==> config.mk <==
export PLATFORM = sky130hd
export DESIGN_NAME = leb128_stream_decoder_unit
export DESIGN_NICKNAME = d
export VERILOG_FILES = /design/src/sv/leb_pkg.sv /design/src/sv/leb_decode_step.sv /design/src/sv/leb128_stream_decoder_unit.sv
export SDC_FILE = /design/constraint.sdc
export NUM_CORES = 1
export LEC_CHECK = 0
export ABC_AREA = 1
export BUFFER_PORTS_ARGS = -buffer_cell sky130_fd_sc_hd__buf_2
export CELL_PAD_IN_SITES_DETAIL_PLACEMENT = 2
export CELL_PAD_IN_SITES_GLOBAL_PLACEMENT = 2
export CORE_UTILIZATION = 36
export DETAILED_ROUTE_END_ITERATION = 6
export PLACE_DENSITY_LB_ADDON = 0.25
export SLEW_MARGIN = 20
export SYNTH_ARGS = -nofsm -noshare
export SYNTH_HDL_FRONTEND = slang
export SYNTH_SLANG_ARGS = --single-unit
==> constraint.sdc <==
create_clock -name clock -period 4.23 [get_ports clock]
set_clock_uncertainty 0.15 [all_clocks]
set_input_delay 0.846 -clock clock [delete_from_list [all_inputs] [get_ports clock]]
set_output_delay 0.846 -clock clock [all_outputs]
set_load 0.01 [all_outputs]
==> src/sv/leb_pkg.sv <==
// Shared types and constants for the LEB128 stream decoder.
`timescale 1ns / 1ps
`default_nettype none

package leb_pkg;

   localparam int unsigned COUNT_BITS_DEFAULT = 16;

   localparam int unsigned WORD_BITS  = 64;
   localparam int unsigned HIGH_BITS  = 13;
   localparam int unsigned WIDE_BITS  = WORD_BITS + HIGH_BITS;
   localparam int unsigned SHIFT_BITS = 7;
   localparam int unsigned GROUP_BITS = 7;
   localparam int unsigned USED_BITS  = 16;

   localparam logic [SHIFT_BITS-1:0] SHIFT_MAX   = 7'd127;
   localparam logic [SHIFT_BITS-1:0] SHIFT_LIMIT = 7'd64;
   localparam logic [SHIFT_BITS:0]   GROUP_STEP  = 8'd7;

   localparam logic [7:0] BYTE_ZERO     = 8'h00;
   localparam logic [7:0] BYTE_ALL_ONES = 8'h7f;

   localparam logic [1:0] STATUS_OK        = 2'd0;
   localparam logic [1:0] STATUS_OVERFLOW  = 2'd1;
   localparam logic [1:0] STATUS_TRUNCATED = 2'd2;

   typedef struct packed {
      logic [7:0] data_byte;
      logic       buffer_end;
   } req_type;

   typedef struct packed {
      logic [WORD_BITS-1:0] decoded_value;
      logic [1:0]           status;
      logic [USED_BITS-1:0] bytes_consumed;
   } rsp_type;

   // Accumulated value and framing state carried from byte to byte.
   typedef struct packed {
      logic [WORD_BITS-1:0]  low_acc;
      logic [HIGH_BITS-1:0]  high_acc;
      logic [SHIFT_BITS-1:0] shift;
      logic                  skip_rest;
   } acc_type;

endpackage

`default_nettype wire

==> src/sv/leb_decode_step.sv <==
// Per-byte decode step: next accumulator state and the result, if any.
`timescale 1ns / 1ps
`default_nettype none

module leb_decode_step #(
   parameter int unsigned COUNT_BITS = leb_pkg::COUNT_BITS_DEFAULT
) (
   input  wire                      signed_mode,
   input  leb_pkg::req_type         req,
   input  leb_pkg::acc_type         acc_cur,
   input  wire  [COUNT_BITS-1:0]    count_cur,
   output leb_pkg::acc_type         acc_next,
   output logic [COUNT_BITS-1:0]    count_next,
   output logic                     emit,
   output leb_pkg::rsp_type         rsp
);

   logic [leb_pkg::GROUP_BITS-1:0] chunk;
   logic                           cont;
   logic                           last;
   logic [leb_pkg::SHIFT_BITS-1:0] sh;
   logic [leb_pkg::WIDE_BITS-1:0]  shifted;
   logic [leb_pkg::WIDE_BITS-1:0]  wide_acc;
   logic [leb_pkg::WIDE_BITS-1:0]  wide_ext;
   logic [leb_pkg::WIDE_BITS-1:0]  ext_mask;
   logic [leb_pkg::SHIFT_BITS:0]   sh_sum;
   logic [leb_pkg::SHIFT_BITS-1:0] sh_new;
   logic [COUNT_BITS-1:0]          count_inc;
   logic                           high_shift;
   logic                           uns_ovf;
   logic                           sgn_ovf;
   logic                           early_ovf;
   logic                           neg;
   logic                           fits;

   always_comb begin
      chunk      = req.data_byte[leb_pkg::GROUP_BITS-1:0];
      cont       = req.data_byte[7];
      last       = req.buffer_end;
      sh         = acc_cur.shift;
      high_shift = (sh >= leb_pkg::SHIFT_LIMIT);

      // Group placed at the current position; anything at or past the top drops out.
      shifted = {{(leb_pkg::WIDE_BITS - leb_pkg::GROUP_BITS){1'b0}}, chunk} << sh;

      uns_ovf = high_shift ? (chunk != '0)
                           : (shifted[leb_pkg::WIDE_BITS-1:leb_pkg::WORD_BITS] != '0);
      sgn_ovf = high_shift && (req.data_byte != leb_pkg::BYTE_ZERO)
                && (req.data_byte != leb_pkg::BYTE_ALL_ONES);
      early_ovf = signed_mode ? sgn_ovf : uns_ovf;

      if (signed_mode) begin
         wide_acc = {acc_cur.high_acc, acc_cur.low_acc} | shifted;
      end else begin
         wide_acc = {acc_cur.high_acc,
                     acc_cur.low_acc | shifted[leb_pkg::WORD_BITS-1:0]};
      end

      sh_sum = {1'b0, sh} + leb_pkg::GROUP_STEP;
      sh_new = sh_sum[leb_pkg::SHIFT_BITS] ? leb_pkg::SHIFT_MAX
                                           : sh_sum[leb_pkg::SHIFT_BITS-1:0];

      // Sign-extend from the new position when the final group is negative.
      neg      = req.data_byte[6];
      ext_mask = (signed_mode && neg) ? ({leb_pkg::WIDE_BITS{1'b1}} << sh_new) : '0;
      wide_ext = wide_acc | ext_mask;
      fits     = (wide_ext[leb_pkg::WORD_BITS-1] == neg)
                 && (wide_ext[leb_pkg::WIDE_BITS-1:leb_pkg::WORD_BITS]
                     == (neg ? {leb_pkg::HIGH_BITS{1'b1}} : {leb_pkg::HIGH_BITS{1'b0}}));

      count_inc = (count_cur == '1) ? count_cur : count_cur + 1'b1;

      emit               = 1'b0;
      rsp.decoded_value  = '0;
      rsp.status         = leb_pkg::STATUS_OK;
      rsp.bytes_consumed = leb_pkg::USED_BITS'(count_inc);

      if (early_ovf) begin
         emit       = 1'b1;
         rsp.status = leb_pkg::STATUS_OVERFLOW;
      end else if (!cont) begin
         emit = 1'b1;
         if (signed_mode && !fits) begin
            rsp.status = leb_pkg::STATUS_OVERFLOW;
         end else begin
            rsp.decoded_value = wide_ext[leb_pkg::WORD_BITS-1:0];
         end
      end else if (last) begin
         emit       = 1'b1;
         rsp.status = leb_pkg::STATUS_TRUNCATED;
      end

      if (acc_cur.skip_rest) begin
         // Drop bytes until the buffer ends.
         emit               = 1'b0;
         acc_next           = acc_cur;
         acc_next.skip_rest = !last;
         count_next         = count_cur;
      end else if (emit) begin
         acc_next.low_acc   = '0;
         acc_next.high_acc  = '0;
         acc_next.shift     = '0;
         acc_next.skip_rest = !last;
         count_next         = '0;
      end else begin
         acc_next.low_acc   = wide_acc[leb_pkg::WORD_BITS-1:0];
         acc_next.high_acc  = wide_acc[leb_pkg::WIDE_BITS-1:leb_pkg::WORD_BITS];
         acc_next.shift     = sh_new;
         acc_next.skip_rest = 1'b0;
         count_next         = count_inc;
      end
   end

endmodule

`default_nettype wire

==> src/sv/leb128_stream_decoder_unit.sv <==
// Top level of the LEB128 stream decoder: input register, decode step, result register.
//
//   channel  direction  handshake                     payload
//   req      in         req_valid / req_ready         req_data (leb_pkg::req_type)
//   rsp      out        rsp_valid / rsp_ready         rsp_data (leb_pkg::rsp_type)
//   csr      in         csr_write_enable              csr_write_data (signed_mode)
//
// One byte per cycle while the result register is free or rsp_ready is high: a byte is held
// in the input register and decoded as it moves on, so rsp_valid rises when its final byte leaves it.
// The accumulator update (77-bit shift, OR, range compare) sets the cycle time.
// Synchronous reset clears the decode state and the mode register.
// A result held in the output register stalls the decode step until rsp_ready is high;
// bytes keep flowing while rsp_ready is high.
`timescale 1ns / 1ps
`default_nettype none

module leb128_stream_decoder_unit #(
   parameter int unsigned COUNT_BITS = leb_pkg::COUNT_BITS_DEFAULT
) (
   input  wire               clock,
   input  wire               reset,
   input  wire               req_valid,
   output logic              req_ready,
   input  leb_pkg::req_type  req_data,
   output logic              rsp_valid,
   input  wire               rsp_ready,
   output leb_pkg::rsp_type  rsp_data,
   input  wire               csr_write_enable,
   input  wire               csr_write_data
);

   logic                  in_valid_ff;
   logic                  in_valid_in;
   leb_pkg::req_type      in_data_ff;
   logic                  mode_ff;
   leb_pkg::acc_type      acc_ff;
   leb_pkg::acc_type      acc_in;
   logic [COUNT_BITS-1:0] count_ff;
   logic [COUNT_BITS-1:0] count_in;
   logic                  rsp_valid_ff;
   logic                  rsp_valid_in;
   leb_pkg::rsp_type      rsp_data_ff;
   leb_pkg::rsp_type      step_rsp;
   logic                  step_emit;
   logic                  advance;

   leb_decode_step #(
      .COUNT_BITS (COUNT_BITS)
   ) u_step (
      .signed_mode (mode_ff),
      .req         (in_data_ff),
      .acc_cur     (acc_ff),
      .count_cur   (count_ff),
      .acc_next    (acc_in),
      .count_next  (count_in),
      .emit        (step_emit),
      .rsp         (step_rsp)
   );

   always_comb begin
      // Decode the held byte once the output register can take its result.
      advance   = in_valid_ff && (!rsp_valid_ff || rsp_ready);
      req_ready = !in_valid_ff || advance;

      in_valid_in = req_ready ? req_valid : in_valid_ff;

      if (advance && step_emit) begin
         rsp_valid_in = 1'b1;
      end else if (rsp_ready) begin
         rsp_valid_in = 1'b0;
      end else begin
         rsp_valid_in = rsp_valid_ff;
      end
   end

   always_ff @(posedge clock) begin
      if (reset) begin
         in_valid_ff  <= 1'b0;
         rsp_valid_ff <= 1'b0;
         mode_ff      <= 1'b0;
         acc_ff       <= '0;
         count_ff     <= '0;
      end else begin
         in_valid_ff  <= in_valid_in;
         rsp_valid_ff <= rsp_valid_in;
         if (csr_write_enable) begin
            mode_ff <= csr_write_data;
         end
         if (advance) begin
            acc_ff   <= acc_in;
            count_ff <= count_in;
         end
      end
   end

   always_ff @(posedge clock) begin
      if (req_ready && req_valid) begin
         in_data_ff <= req_data;
      end
      if (advance && step_emit) begin
         rsp_data_ff <= step_rsp;
      end
   end

   assign rsp_valid = rsp_valid_ff;
   assign rsp_data  = rsp_data_ff;

endmodule

`default_nettype wire

* Word-level counts from Yosys, hierarchy flattened *
Cells that the tools add are included.
Widths: inputs -> output; s select.

storage, ports and cells
  input bits = 15
  flip-flop bits (word level) = 195
  logic and storage cells = 65

cells by class
  add/subtract/negate cells = 2
  bitwise logic cells = 4
  equality and inequality tests = 4
  muxes and demuxes = 19
  shifts and indexed selects = 2
  reduce and logical (&&, ||, !) cells = 20
  $lt $le $gt $ge = 1

operator list
  cell                   count
  $mux 77                2
  $or 77x77->77          2
  $mux 85                1
  $shl 7x7->77           1
  $shl 77x7->77 const A  1
  $or 64x64->64          1
  $mux 16                2
  $add 16x1->16 const B  1
  $eq 16x16->1 const B   1
  $eq 13x13->1           1
  $mux 13                1
  $reduce_bool 13->1     1
  $mux 1                 10
  $add 7x3->8 const B    1
  $logic_and 1x1->1      8
  $ne 8x7->1 const B     1
  $reduce_bool 8->1      1
  $ge 7x7->1 const B     1
  $mux 7                 1
  $reduce_bool 7->1      1
  $logic_not 1->1        4
  $mux 2                 2
  $reduce_or 3->1        1
  $logic_or 1x1->1       2
  4 further kinds        4

* Depth between registers and ports, before layout *
  depth after elaboration = 11
  mapped depth = 22
  mapped depth without buffers = 19

* Modules after synthesis *
From an unflattened synthesis, not the netlist that was laid out.

unflattened totals
  cell total of the unflattened synthesis = 1,767
  area total of the unflattened synthesis = 12,160.4 um^2

modules (own cells, without submodules)
  module                      instances  cells each  area each (um^2)
  leb128_stream_decoder_unit  1          774         7,392.1
  leb_decode_step             1          993         4,768.3

* Least setup slack after synthesis *
OpenSTA, ideal clock, no wires.

  kind = register -> register
  start point = register acc_ff[3] in the netlist's numbering
  end point = register rsp_data_ff, in the netlist rsp_data[0], enable pin
  clock period less this slack = 3,771 ps
  setup slack = 459 ps
  data arrival time = 3,186 ps
  stages on the path, launching flop included = 15
  cell sequence = dfxtp_1 -> buf_4 -> buf_1 -> nand4_1 -> nand2_1 -> nand3_1 -> nand2_1 -> nor3_1 -> nand2_1 -> nand3_1 -> nand2_1 -> inv_2 -> nand2_1 -> nand2_1 -> inv_1

between the ends
  word-level cells in the longest chain between the ends = 7
  elaborated cells on any way between the ends = 10
  those cells by class = order compare: 1; shift: 1; mux: 4; reduce/logical: 4

RTL lines
  item                                                            line                                          text
  start, declared                                                 leb128_stream_decoder_unit.sv:36              leb_pkg::acc_type acc_ff;
  start signal, assigned                                          leb128_stream_decoder_unit.sv:90              acc_ff <= acc_in;
  $shl 7x7->77 / $ge 7x7->1 (equally long branches)               leb_decode_step.sv:44, leb_decode_step.sv:41
  $reduce_bool 13->1 / $logic_and 1x1->1 (equally long branches)  leb_decode_step.sv:47, leb_decode_step.sv:48
  $mux 1 / $logic_and 1x1->1 (equally long branches)              leb_decode_step.sv:46, leb_decode_step.sv:49
  $mux 1 *                                                        leb_decode_step.sv:50                         early_ovf = signed_mode ? sgn_ovf : uns_ovf;
  $mux 1 *                                                        leb_decode_step.sv:78                         if (early_ovf) begin
  $mux 1 *                                                        leb_decode_step.sv:93                         if (acc_cur.skip_rest) begin
  $logic_and 1x1->1 *                                             leb128_stream_decoder_unit.sv:100             if (advance && step_emit) begin
  end signal, assigned                                            leb128_stream_decoder_unit.sv:101             rsp_data_ff <= step_rsp;
  end, declared                                                   leb128_stream_decoder_unit.sv:42              leb_pkg::rsp_type rsp_data_ff;

Mark *: on every way between the ends. The rest lies on a longest branch, timed or not.
A chain may end at the register's enable or synchronous reset.

* Worst setup path after layout *
  start point = register acc_ff[4] in the netlist's numbering
  end point = register rsp_data_ff, in the netlist rsp_data[67], data pin

between the ends
  word-level cells in the longest chain between the ends = 10
  elaborated cells on any way between the ends = 21
  those cells by class = add/sub: 1; order compare: 1; eq/ne: 2; shift: 2; mux: 5; bitwise: 3; reduce/logical: 7

RTL lines
  item                                               line                                          text
  $add 7x3->8                                        leb_decode_step.sv:59                         sh_sum = {1'b0, sh} + leb_pkg::GROUP_STEP;
  $mux 7                                             leb_decode_step.sv:60                         sh_new = sh_sum[leb_pkg::SHIFT_BITS] ? leb_pkg::SHIFT_MAX
  $shl 77x7->77                                      leb_decode_step.sv:65                         ext_mask = (signed_mode && neg) ? ({leb_pkg::WIDE_BITS{1'b1}} << sh_new) : '0;
  $mux 77                                            leb_decode_step.sv:65
  $or 77x77->77                                      leb_decode_step.sv:66                         wide_ext = wide_acc | ext_mask;
  $eq 13x13->1 / $eq 1x1->1 (equally long branches)  leb_decode_step.sv:69, leb_decode_step.sv:67
  $logic_and 1x1->1                                  leb_decode_step.sv:68                         && (wide_ext[leb_pkg::WIDE_BITS-1:leb_pkg::WORD_BITS]
  $logic_not 1->1                                    leb_decode_step.sv:83                         if (signed_mode && !fits) begin
  $logic_and 1x1->1                                  leb_decode_step.sv:83
  $reduce_or 3->1 (no source line)                   --

Several ways; a longest one is shown, not always the timed one.

==> flow_metrics.env <==
export IMPL_cts_max_path_buffers=2
export IMPL_period_needed_ns=3.73
export IMPL_grtUsageTotal_pct=26.9
export IMPL_p_per_area_nw_per_um2=404
export IMPL_wirelength_um=37400
export IMPL_final_max_slew_viol_count=0
export IMPL_grt_pass1_wl_um=58300
export IMPL_cp_max_fo=27
export IMPL_synth_distinct_cells=52
export IMPL_yosysSeqAreaShare_pct=47.8
export IMPL_yosys_warnings=0
export IMPL_placementRows=60
export IMPL_path_clk_slew_ns=0.08
export IMPL_clock_fmax_mhz=268
export IMPL_clk_latency_ns=0.45
export IMPL_synth_simple_area_share_pct=30.8
export IMPL_cts_sinks=195
export IMPL_end_kind="flop"
export IMPL_grt_pass1_vias=9808
export IMPL_cts_root_buf="clkbuf_16"
export IMPL_start_util_pct=37.0
export IMPL_worst_setup_path_type="reg2reg"
export IMPL_hold_path_class="reg2reg"
export IMPL_final_cell_mix="nand2_1, nor2_1, dfxtp_1"
export IMPL_place_congestion=0.917
export IMPL_die_w_um=169
export IMPL_synth_compound_area_share_pct=12.3
export IMPL_final_util_pct=42.8
export IMPL_die_h_um=169
export IMPL_drc=0
export IMPL_slew_headroom_pct=34.8
export IMPL_routedWlPerCell_um=22.2
export IMPL_crit_chain="nand2_4, inv_2, nand3_1, nand2_1, nand3_2, nor2_4, nor2_1, nand2_1, nor2_1, nand3_1, nand2_1, nand2_1, nor2_1, nand3_1, nand2_1, nand2_8, buf_4, nor2_2"
export IMPL_htreeDepth=4
export IMPL_cts_resized=0
export IMPL_synth_xor_area_share_pct=0.945
export IMPL_cp_slowest_cell="dfxtp_1"
export IMPL_antenna_found_initial=0
export IMPL_cts_buffers=17
export IMPL_cts_hold_buf=0
export IMPL_crit_required_ns=4.26
export IMPL_avgViaCountPerCell=5.44
export IMPL_postSynthCellCount=1202
export IMPL_p_leak_nw=4.50
export IMPL_ir_worst_vdd_uv=226
export IMPL_synth_mux_area_fraction_pct=0
export IMPL_worstMarginPinSlew_ns=0.953
export IMPL_grt_ovfl_total=0
export IMPL_vias=9146
export IMPL_synth_seq_cells=195
export IMPL_drtIter0Drc=557
export IMPL_drive_gt1_share_pct=22.3
export IMPL_path_delay_family="simple AND/OR/NAND/NOR gates"
export IMPL_antenna_left=0
export IMPL_hold_violations=0
export IMPL_timing_final_crit_share_pct=88.1
export IMPL_synthFlopType="dfxtp_1"
export IMPL_synth_top_family_by_area="simple AND/OR/NAND/NOR gates"
export IMPL_cts_tree="built"
export IMPL_synth_top_cell_area_share_pct=27.2
export IMPL_cts_setup_buffers=0
export IMPL_avgSynthCellArea_sq_um=8.37
export IMPL_dp_hpwl_um=27400
export IMPL_maxCapViolCount=0
export IMPL_yosysTopAreaCell="edfxtp_1"
export IMPL_mostFrequentLayoutCell="nand2_1"
export IMPL_arrival_ns=3.75
export IMPL_fin_total_pwr_w=0.00469
export IMPL_tns_ns=0
export IMPL_ys_top_cells_by_area="edfxtp_1, dfxtp_1, nand2_1, nor2_1, a21oi_1"
export IMPL_area_growth_syn_to_layout_pct=15.5
export IMPL_synthArstFlopShare_pct=0
export IMPL_crit_path_max_incr_delay_ns=0.52
export IMPL_n_antenna_cell=0
export IMPL_core_area_sq_um=27200
export IMPL_num_io_pins=99
export IMPL_first_pass_iters=4
export IMPL_layout_nets=1313
export IMPL_synth_fp_nets=1219
export IMPL_crit_buf_inv=2
export IMPL_fillerInstances=3085
export IMPL_crit_top_cell="nand2_1"
export IMPL_grt_max_degree=91
export IMPL_rsz0062_at_grt="false"
export IMPL_setup_viol_count_final=0
export IMPL_synthAdderAreaFrac_pct=0.249
export IMPL_syn_area_sq_um=10100
export IMPL_port_buffer_count=98
export IMPL_synth_edf_count=91
export IMPL_die_area_sq_um=28600
export IMPL_status="finished clean"
export IMPL_worstSetupStartpointType="flop"
## tightest hold or removal path, delay by kind of cell, from the launching register on
family	cells	cell delay, ns
AOI/OAI and AO/OA	1	0.05
buffers and inverters	1	0.05
DFF	1	0.31
## final cells by class
type	instances	area [sq um]	area share, %
inverter	118	447	3.84
multi-input combinational	828	4480	38.6
clock inverter	14	159	1.37
clock buffer	18	429	3.69
sequential	195	4810	41.4
timing repair buffer	136	826	7.11
tap	372	465	4.00
## synth_stat cells, types with 24 or more instances
cell        n
a21oi_1   100
clkbuf_1   27
dfxtp_1   104
edfxtp_1   91
inv_1     100
nand2_1   201
nand3_1    92
nand4_1    33
nor2_1    164
nor2_2     24
nor2_4     44
o21ai_0    32
## worst paths after layout
check / slack (ns) / start / depth (start not counted) / endpoint
setup / recovery: 0.50 / acc_ff[4]$_SDFFE_PP0P_ / 18 / rsp_data[67]$_SDFFCE_PP0P_
hold / removal: 0.30 / acc_ff[38]$_SDFFE_PP0P_ / 2 / acc_ff[38]$_SDFFE_PP0P_
setup reg to reg: 0.50 / acc_ff[4]$_SDFFE_PP0P_ / 18 / rsp_data[67]$_SDFFCE_PP0P_
hold reg to reg: 0.30 / acc_ff[38]$_SDFFE_PP0P_ / 2 / acc_ff[38]$_SDFFE_PP0P_
## stage by stage
step                      hold slack (ns)  setup slack [ns]  cells  area, sq um
after detailed placement            0.288             0.552   1649        11000
after global routing                0.330             0.277   1681        11600
after CTS                           0.299             0.537   1681        11600
after floorplan                     0.272             0.459   1202        10100
after global placement              0.279             0.690   1649        11000
final                               0.299             0.502   1681        11600
## sequential cells by signal (all words and copies together) (netlist names)
signal	flops
in_valid_ff	1
mode_ff	1
count_ff	16
acc_ff	85
rsp_valid	1
in_data_ff	9
rsp_data	82
## layer usage
layer | vias to the layer above | share of wire, % | GRT usage [%]
li1 | 4261 | - | -
met1 | 4599 | 43 | 33.2
met2 | 220 | 50 | 47.4
met3 | 66 | 3.1 | 3.29
met4 | 0 | 3.9 | 11.1
met5 | - | 0 | 0
## kinds of logic (layout without fill, tap and decap cells)
family / count (synthesis) / after routing
AOI/OAI and AO/OA: 204 / 204
adders and majority gates: 2 / 2
DFF: 195 / 195
and+or+nand+nor: 612 / 612
buffers and inverters: 179 / 286
xor gates and xnor gates: 10 / 10
## power breakdown
part,total [W],switching (W),internal (W)
Clock,0.00165,0.000852,0.000795
Combinational,0.000971,0.000720,0.000251
Sequential,0.00208,0.0000311,0.00204
Total,0.00469,0.00160,0.00309
(Power assumes the default switching activity.)
